$ cat config.mk
export PLATFORM = sky130hd
export DESIGN_NAME = length_prefixed_packet_deframer
export DESIGN_NICKNAME = d
export VERILOG_FILES = /design/src/rtl/lpd_pkg.sv /design/src/rtl/lpd_in_reg.sv /design/src/rtl/lpd_core.sv /design/src/rtl/lpd_out_reg.sv /design/src/rtl/length_prefixed_packet_deframer.sv
export SDC_FILE = /design/constraint.sdc
export NUM_CORES = 1
export LEC_CHECK = 0
export ABC_AREA = 1
export BUFFER_PORTS_ARGS = -buffer_cell sky130_fd_sc_hd__buf_2
export CORE_UTILIZATION = 60
export DETAILED_ROUTE_END_ITERATION = 16
export HOLD_SLACK_MARGIN = 0.12
export PLACE_DENSITY = 0.77
export RECOVER_POWER = 25
export SLEW_MARGIN = 20
export SYNTH_ARGS = -nofsm -noshare
export SYNTH_HDL_FRONTEND = slang
export SYNTH_SLANG_ARGS = --single-unit
$ cat constraint.sdc
create_clock -name clk -period 4.39 [get_ports clk]
set_input_delay 0.2195 -clock clk [delete_from_list [all_inputs] [get_ports clk]]
set_output_delay 0.2195 -clock clk [all_outputs]
set_load 0.01 [all_outputs]
$ cat src/rtl/lpd_pkg.sv
// ----------------------------------------------------------------------------
// lpd_pkg
// Types and constants shared by the length-prefixed packet deframer.
// ----------------------------------------------------------------------------
package lpd_pkg;

	typedef logic [2:0] hdr_cnt_t;

	localparam hdr_cnt_t ID_BYTES      = 3'd2;
	localparam hdr_cnt_t HDR_BYTES     = 3'd6;
	localparam hdr_cnt_t PAYLOAD_PHASE = 3'd6;
	localparam hdr_cnt_t CNT_START     = 3'd0;

	typedef struct packed {
		logic [15:0] packet_id;
		logic [7:0]  payload_byte;
		logic        last_of_packet;
		logic        empty_packet;
	} lpd_res_t;

endpackage

$ cat src/rtl/lpd_in_reg.sv
// ----------------------------------------------------------------------------
// lpd_in_reg
// Input register stage: holds one received byte until the core consumes it.
// ----------------------------------------------------------------------------
module lpd_in_reg import lpd_pkg::*; (
	input  logic       clk,
	input  logic       arst_n,
	input  logic       rx_valid,
	input  logic [7:0] rx_byte,
	output logic       rx_stall,
	input  logic       adv_s1,
	output logic       valid_s1,
	output logic [7:0] byte_s1
);

	logic take;

	assign rx_stall = valid_s1 && !adv_s1;
	assign take     = rx_valid && !rx_stall;

	always_ff @(posedge clk or negedge arst_n) begin
		if (!arst_n) begin
			valid_s1 <= 1'b0;
		end else if (!valid_s1 || adv_s1) begin
			valid_s1 <= rx_valid;
		end
	end

	always_ff @(posedge clk) begin
		if (take) begin
			byte_s1 <= rx_byte;
		end
	end

endmodule

$ cat src/rtl/lpd_core.sv
// ----------------------------------------------------------------------------
// lpd_core
// Header collection, length countdown and result formation for one byte.
// ----------------------------------------------------------------------------
module lpd_core import lpd_pkg::*; (
	input  logic       clk,
	input  logic       arst_n,
	input  logic       valid_s1,
	input  logic [7:0] byte_s1,
	input  logic       out_free,
	output logic       adv_s1,
	output logic       load,
	output lpd_res_t   res
);

	hdr_cnt_t    cnt_q, cnt, cnt_inc, cnt_next;
	logic [15:0] id_q, id_next;
	logic [31:0] rem_q, rem_next, rem_dec;
	logic        emit, last, is_empty;

	always_comb begin
		cnt      = (cnt_q > PAYLOAD_PHASE) ? CNT_START : cnt_q;
		cnt_inc  = cnt + 3'd1;
		rem_dec  = rem_q - 32'd1;
		id_next  = id_q;
		rem_next = rem_q;
		cnt_next = cnt_inc;
		emit     = 1'b0;
		last     = 1'b0;
		is_empty = 1'b0;
		if (cnt_q == PAYLOAD_PHASE) begin
			rem_next = rem_dec;
			emit     = 1'b1;
			last     = (rem_dec == 32'd0);
			cnt_next = last ? CNT_START : PAYLOAD_PHASE;
		end else begin
			if (cnt < ID_BYTES) begin
				id_next = (cnt == CNT_START) ? {8'd0, byte_s1} : {id_q[7:0], byte_s1};
			end else begin
				rem_next = (cnt == ID_BYTES) ? {24'd0, byte_s1} : {rem_q[23:0], byte_s1};
			end
			if (cnt_inc == HDR_BYTES) begin
				if (rem_next == 32'd0) begin
					emit     = 1'b1;
					last     = 1'b1;
					is_empty = 1'b1;
					cnt_next = CNT_START;
				end else begin
					cnt_next = PAYLOAD_PHASE;
				end
			end
		end
	end

	assign adv_s1 = valid_s1 && (!emit || out_free);
	assign load   = adv_s1 && emit;

	assign res.packet_id      = id_q;
	assign res.payload_byte   = is_empty ? 8'd0 : byte_s1;
	assign res.last_of_packet = last;
	assign res.empty_packet   = is_empty;

	always_ff @(posedge clk or negedge arst_n) begin
		if (!arst_n) begin
			cnt_q <= CNT_START;
			id_q  <= 16'd0;
			rem_q <= 32'd0;
		end else if (adv_s1) begin
			cnt_q <= cnt_next;
			id_q  <= id_next;
			rem_q <= rem_next;
		end
	end

endmodule

$ cat src/rtl/lpd_out_reg.sv
// ----------------------------------------------------------------------------
// lpd_out_reg
// Result register: holds one result transaction until the sink takes it.
// ----------------------------------------------------------------------------
module lpd_out_reg import lpd_pkg::*; (
	input  logic     clk,
	input  logic     arst_n,
	input  logic     load,
	input  lpd_res_t res,
	input  logic     pkt_stall,
	output logic     out_free,
	output logic     pkt_valid,
	output lpd_res_t res_q
);

	assign out_free = !pkt_valid || !pkt_stall;

	always_ff @(posedge clk or negedge arst_n) begin
		if (!arst_n) begin
			pkt_valid <= 1'b0;
		end else if (out_free) begin
			pkt_valid <= load;
		end
	end

	always_ff @(posedge clk) begin
		if (load) begin
			res_q <= res;
		end
	end

endmodule

$ cat src/rtl/length_prefixed_packet_deframer.sv
// ----------------------------------------------------------------------------
// length_prefixed_packet_deframer
// Splits a byte stream of [id:2][length:4][payload] packets into tagged bytes.
// ----------------------------------------------------------------------------
// Accepts one byte per clock while rx_stall is low and emits one result per
// payload byte, tagged with the 16-bit packet id, with last_of_packet on the
// final byte. A header with zero length gives a single result with
// empty_packet and last_of_packet set; other header bytes produce no result.
// Each accepted byte lands in the input register, and one pass of
// header/count logic feeds the result register, which loads only when free.
// Sustained rate is one byte per cycle while rx_stall is low; backpressure on
// pkt_stall holds the result register and reaches rx_stall only when a
// result-producing byte is waiting.
// ----------------------------------------------------------------------------
module length_prefixed_packet_deframer import lpd_pkg::*; (
	input  logic        clk,
	input  logic        arst_n,
	input  logic        rx_valid,
	output logic        rx_stall,
	input  logic [7:0]  rx_byte,
	output logic        pkt_valid,
	input  logic        pkt_stall,
	output logic [15:0] packet_id,
	output logic [7:0]  payload_byte,
	output logic        last_of_packet,
	output logic        empty_packet
);

	logic       valid_s1, adv_s1, load, out_free;
	logic [7:0] byte_s1;
	lpd_res_t   res, res_q;

	lpd_in_reg u_in_reg (
		.clk      (clk),
		.arst_n   (arst_n),
		.rx_valid (rx_valid),
		.rx_byte  (rx_byte),
		.rx_stall (rx_stall),
		.adv_s1   (adv_s1),
		.valid_s1 (valid_s1),
		.byte_s1  (byte_s1)
	);

	lpd_core u_core (
		.clk      (clk),
		.arst_n   (arst_n),
		.valid_s1 (valid_s1),
		.byte_s1  (byte_s1),
		.out_free (out_free),
		.adv_s1   (adv_s1),
		.load     (load),
		.res      (res)
	);

	lpd_out_reg u_out_reg (
		.clk       (clk),
		.arst_n    (arst_n),
		.load      (load),
		.res       (res),
		.pkt_stall (pkt_stall),
		.out_free  (out_free),
		.pkt_valid (pkt_valid),
		.res_q     (res_q)
	);

	assign packet_id      = res_q.packet_id;
	assign payload_byte   = res_q.payload_byte;
	assign last_of_packet = res_q.last_of_packet;
	assign empty_packet   = res_q.empty_packet;

endmodule

**After elaboration in Yosys (flattened, before gate mapping)**

Index checks and enable logic that the tools add are counted.

- Add/subtract/negate cells: 2
- Multipliers: 0
- Div/mod/pow operators: 0
- Order comparisons: 2
- Equal/unequal tests: 3
- Shift-type cells: 0
- Multiplexer cells: 15
- Bitwise logic cells: 1
- Reductions and logical operators: 17

Operator list:

| cell | number |
|---|---|
| $mux W32 | 4 |
| $logic_not A32 Y1 | 2 |
| $sub A32 B1 Y32 const B | 1 |
| $mux W16 | 1 |
| $mux W3 | 5 |
| $eq A3 B3 Y1 const B | 2 |
| $logic_not A1 Y1 | 6 |
| $mux W1 | 5 |
| $logic_and A1 B1 Y1 | 4 |
| $add A3 B1 Y3 const B | 1 |
| $eq A3 B2 Y1 const B | 1 |
| $gt A3 B3 Y1 const B | 1 |
| $logic_not A3 Y1 | 1 |
| $logic_or A1 B1 Y1 | 3 |
| $lt A3 B2 Y1 const B | 1 |
| $reduce_and A3 Y1 | 1 |
| $not A1 Y1 | 1 |

- Register bits: 87
- Latch bits: 0
- Bits in writable memories: 0
- ROM bits: 0
- Output and inout port bits: 28
- Memories: 0

**Longest topological paths before layout**

- Word-level depth: 17
- Gate-level depth with buffers: 21

**Modules after synthesis**

A second synthesis with hierarchy kept.

- Cells, all modules: 734
- Area, all modules: 5280.1 um^2

By module, submodules not included:

| module | instances | cells each | area each (um^2) |
|---|---|---|---|
| lpd_core | 1 | 689 | 4160.2 |
| lpd_out_reg | 1 | 30 | 822.0 |
| lpd_in_reg | 1 | 15 | 297.8 |

**Worst setup path before layout**

OpenSTA, ideal clock, no wires.

- Path type: register -> register
- Start: register u_core.cnt_q[0]
- End: register, netlist name u_out_reg.res_q[0]
- Setup time: 0.381 ns
- Data arrival time: 2.569 ns
- Data required time: 4.009 ns
- Slack: 1.440 ns
- Cell stages (with the launch flop): 20
- Cell sequence: dfrtp_1 > inv_1 > ha_1 > inv_1 > nand3_1 > nand2_1 > inv_2 > buf_6 > nor2_1 > nor2_1 > nand2_1 > nor2_1 > nand2_1 > nor2_2 > nand3_1 > nand2_2 > a21oi_1 > buf_2 > nand2_1 > inv_1

- Word-level cells in the longest chain between the ends: 14

RTL lines:

| what | RTL line | text |
|---|---|---|
| from (decl) | lpd_core.sv:16 | `hdr_cnt_t cnt_q, cnt, cnt_inc, cnt_next;` |
| from (signal assigned) | lpd_core.sv:69 | `cnt_q <= cnt_next;` |
| branches (longest 9 deep; another with $gt A3 B3 Y1) | -- |  |
| $mux W1 * | lpd_core.sv:31 | `if (cnt_q == PAYLOAD_PHASE) begin` |
| $logic_not A1 Y1 | lpd_core.sv:55 | `assign adv_s1 = valid_s1 && (!emit \|\| out_free);` |
| $logic_or A1 B1 Y1 | lpd_core.sv:55 |  |
| $logic_and A1 B1 Y1 | lpd_core.sv:55 |  |
| $logic_and A1 B1 Y1 * | lpd_core.sv:56 | `assign load = adv_s1 && emit;` |
| via load | length_prefixed_packet_deframer.sv:29 | `logic valid_s1, adv_s1, load, out_free;` |

Mark *: on every way through the listed nets, which the timed path passes. The select of a mux whose other input is x is not followed.
A chain may end at the register's enable or synchronous reset.

**Worst setup path after layout**

- Start: register u_core.cnt_q[1]
- End: output rx_stall

- Word-level cells in the longest chain between the ends: 15

RTL lines:

| what | RTL line | text |
|---|---|---|
| branches (longest 9 deep; another with $gt A3 B3 Y1) | -- |  |
| $mux W1 * | lpd_core.sv:31 |  |
| $logic_not A1 Y1 * | lpd_core.sv:55 |  |
| $logic_or A1 B1 Y1 * | lpd_core.sv:55 |  |
| $logic_and A1 B1 Y1 * | lpd_core.sv:55 |  |
| $logic_not A1 Y1 * | lpd_in_reg.sv:18 | `assign rx_stall = valid_s1 && !adv_s1;` |
| $logic_and A1 B1 Y1 * | lpd_in_reg.sv:18 |  |
| to (decl) | length_prefixed_packet_deframer.sv:19 | `output logic rx_stall,` |

Mark *: on every way between the ends. The select of a mux whose other input is x is not followed.

==> out/qor.yml <==
result_of_the_run: "finished with violations"
violated_checks: "capacitance limit, slew limit"
antenna-diode-count: 0
finalMaxSlewViolations: 54
vias_in_the_first_global_route: 4831
vdd.ir_drop.worst_mv: 0.471
clk_root_buffer_cell: "clkbuf_8"
post-dp-hpwl_um: 10800
cellLeakagePower_uw: 0.00284
netlist_area_um2: 5380
p_int_uw: 1960
rsz0062_at_grt: "no"
layout_worst_path_cycle_share_pct: 90.2
layout.cells.most_common_list: "nand2_1 (256), nor2_1 (176), inv_1 (56)"
worst_ep_required_time_ps: 4170
grt-ovfl-total: 0
power_share_of_the_combinational_group_pct: 52.1
syn_nets: 797
clkTransAtPathRegs_ps: 100
mostFrequentLayoutCell: "nand2_1"
clock_power_share_pct: 14.0
power.share.sequential_pct: 33.8
worst-endpoint-arrival_ps: 3740
cts.repair_timing.setup_buffer_count: 0
max-cap-violations: 1
cts.sink_count: 87
die_area_um2: 9360
synth_sequential_area_ratio_pct: 43.6
num-fill-cells: 741
dpl_cell_area_um2: 5530
placeableCoreArea_um2: 8720
timing.rr.start: "u_core.cnt_q[1]$_DFFE_PN0P_"
clk-insertion-delay-late_ps: 360
p_switching_uw: 2030
routed-via-count: 5166
gp_routability_congestion: 0.976
fin_worst_hold_slack_ps: 459
number_of_clock_buffers_inserted_by_tritoncts: 9
grt_start_max_net_pins: 54
flow.area_growth_from_synthesis_pct: 8.32
power.density_nw_per_um2: 684
type_of_origin_of_the_critical_path: "flip-flop"
synth-seq-cells: 87
final_cell_area_excluding_filler_cells_um2: 5830
timing_worst_setup_path_type: "flip-flop to primary output"
grt_most_used_layer: "met2"
postSynth.asyncResetShare_pct: 60.9
setup_slack_ps: 432
postSynthCellCount: 780
layout.cells.non_filler: 921
groute.layer.met2.usage_pct: 50.4
worstSetupStartpoint: "u_core.cnt_q[1]$_DFFE_PN0P_"
clock_skew_ps: 11.5
worst_slew_margin_rel_pct: -88.7
synth-edff-count: 34
gr-usage-all-layers_pct: 32.2
drt-initial-drc-count: 405
post_synth.cell_area_avg_um2: 6.90
grt.met1_usage_pct: 45.4
p_sw_share_pct: 50.9
timing.critical_path.to_type: "primary output"
postRouteAntennaNets: 0
starting_density_of_the_core_pct: 61.7
viasPerCell: 5.61
number_of_detailed_routing_iterations_run_before_antenna_repair: 5
cts_tree: "yes"
min_from: "u_core.id_q[8]$_DFFE_PN0P_"
num_ports: 40
finalHoldViolCount: 0
worstMarginPinSlew_ps: 2830
clock_tree.htree_level_count: 3
die_w_um: 96.7
synth_cell_types: 29
wirelength_um: 14500
synth_ff_type: "dfrtp_1"
post_route_cells_drive_above_1_share_pct: 8.73
die_height_um: 96.7
wire_per_inst_um: 15.7
holdCritPathClass: "flip-flop to flip-flop"
setup-tns-final_ps: 0
global_route.usage.met3_pct: 5.35
cts_buffer_depth: 2
place.detailed.instances: 894
finalCriticalPeriod_ps: 3960
num-nets-final: 825
io_buffers: 39
yosysWarnings: 0
post-place-ws_ps: 738
grt_first_pass_wirelength_um: 24000
timing.fmax_mhz: 253
worst-path-max-fanout: 24
placement_rows: 34
drt_drc_violations_left: 0
number_of_antenna_violations_at_the_first_check_in_global_routing: 0
setup_viol: 0
[power by group through the flow]
stage | Combinational, uW | Sequential, uW | Clock [uW]
floorplan | 1640 | 1270 | 0
global placement | 1980 | 1350 | 0
detailed placement | 2020 | 1350 | 0
CTS | 2040 | 1340 | 567
global route | 2370 | 1380 | 599
finish | 2080 | 1350 | 560
[per-stage QoR]
stage,total power [uW],util (%)
floorplan,2910,-
global placement,3330,63.4
detailed placement,3380,63.4
CTS,3950,66.9
global route,4340,66.9
finish,3990,66.9
[kinds of logic (layout without fill, tap and decap cells)]
logic type,after synthesis,count (layout),share of synthesized area (%)
flip-flops,87,87,43.6
multiplexers,1,1,0.186
AND/OR/NAND/NOR,505,505,38.0
AO/OA/AOI/OAI,75,75,7.23
buffers and inverters,98,131,8.37
XOR/XNOR,9,9,1.46
adder cells (fa/ha/maj),5,5,1.16
[Yosys cell counts, types with 5 or more instances]
library cell | instances | share of area, %
nand2_1 | 256 | 18
nor2_1 | 176 | 12
inv_1 | 56 | 3.9
dfrtp_1 | 53 | 25
nand3_1 | 40 | 3.7
o21ai_0 | 36 | 3.3
edfxtp_1 | 34 | 19
o21ai_1 | 24 | 2.2
nand4_1 | 21 | 2.4
clkbuf_1 | 15 | 1.0
a21oi_1 | 14 | 1.3
xor2_1 | 9 | 1.5
buf_6 | 7 | 1.5
buf_2 | 6 | 0.56
buf_4 | 6 | 0.84
buf_1 | 5 | 0.35
ha_1 | 5 | 1.2
[routing by layer]
| layer | vias up | routed length (um) |
|---|---|---|
| met1 | 2381 | 6350 |
| met5 | - | 0 |
| met3 | 30 | 1090 |
| li1 | 2525 | - |
| met4 | 0 | 301 |
| met2 | 230 | 6740 |
[layout make-up]
class                   count  area (um^2)  area share [%]
multi-input cells         595         2590            44.3
flip-flops and latches     87         2350            40.2
repair buffers             56          347            5.94
inverters                  59          221            3.80
well taps                 108          135            2.32
clock buffers               9          124            2.12
clock inverters             7         71.3            1.22
[path summary, 6_finish.rpt]
path	end	slack, ps	cells after the start
worst max-delay path	rx_stall	430	15
worst min-delay path	u_out_reg.res_q[18]$_DFFE_PP_	460	0
worst max register to register	u_in_reg.byte_s1[1]$_DFFE_PP_	630	15
worst min register to register	u_out_reg.res_q[18]$_DFFE_PP_	460	0
max in group asynchronous	u_core.cnt_q[2]$_DFFE_PN0P_	1410	3
min in group asynchronous	u_core.id_q[12]$_DFFE_PN0P_	1390	3
[repair_timing]
action	in CTS	in global routing
resized for setup	0	0
endpoints found under the hold margin	63	0
hold buffers	11	0
[registers in the layout, indices dropped and copies added, names as in the netlist]
name	cells
u_core.cnt_q	3
u_core.id_q	16
u_core.rem_q	32
u_in_reg.byte_s1	8
u_in_reg.valid_s1	1
u_out_reg.pkt_valid	1
u_out_reg.res_q	26
[worst max-delay path: stages (launching register included)]
cell and delay [ps]:
dfrtp_1 500, inv_2 70, nand2_1 470, nand2_1 320
inv_2 410, nor2_1 90, nor2_1 160, nand2_1 60
nor2_1 110, nand2_1 90, nor2_1 180, nand3_1 120
nand2_2 110, nand2_2 270, nor2_1 240, buf_2 160
Note: power is estimated with default switching activity, not from simulation.
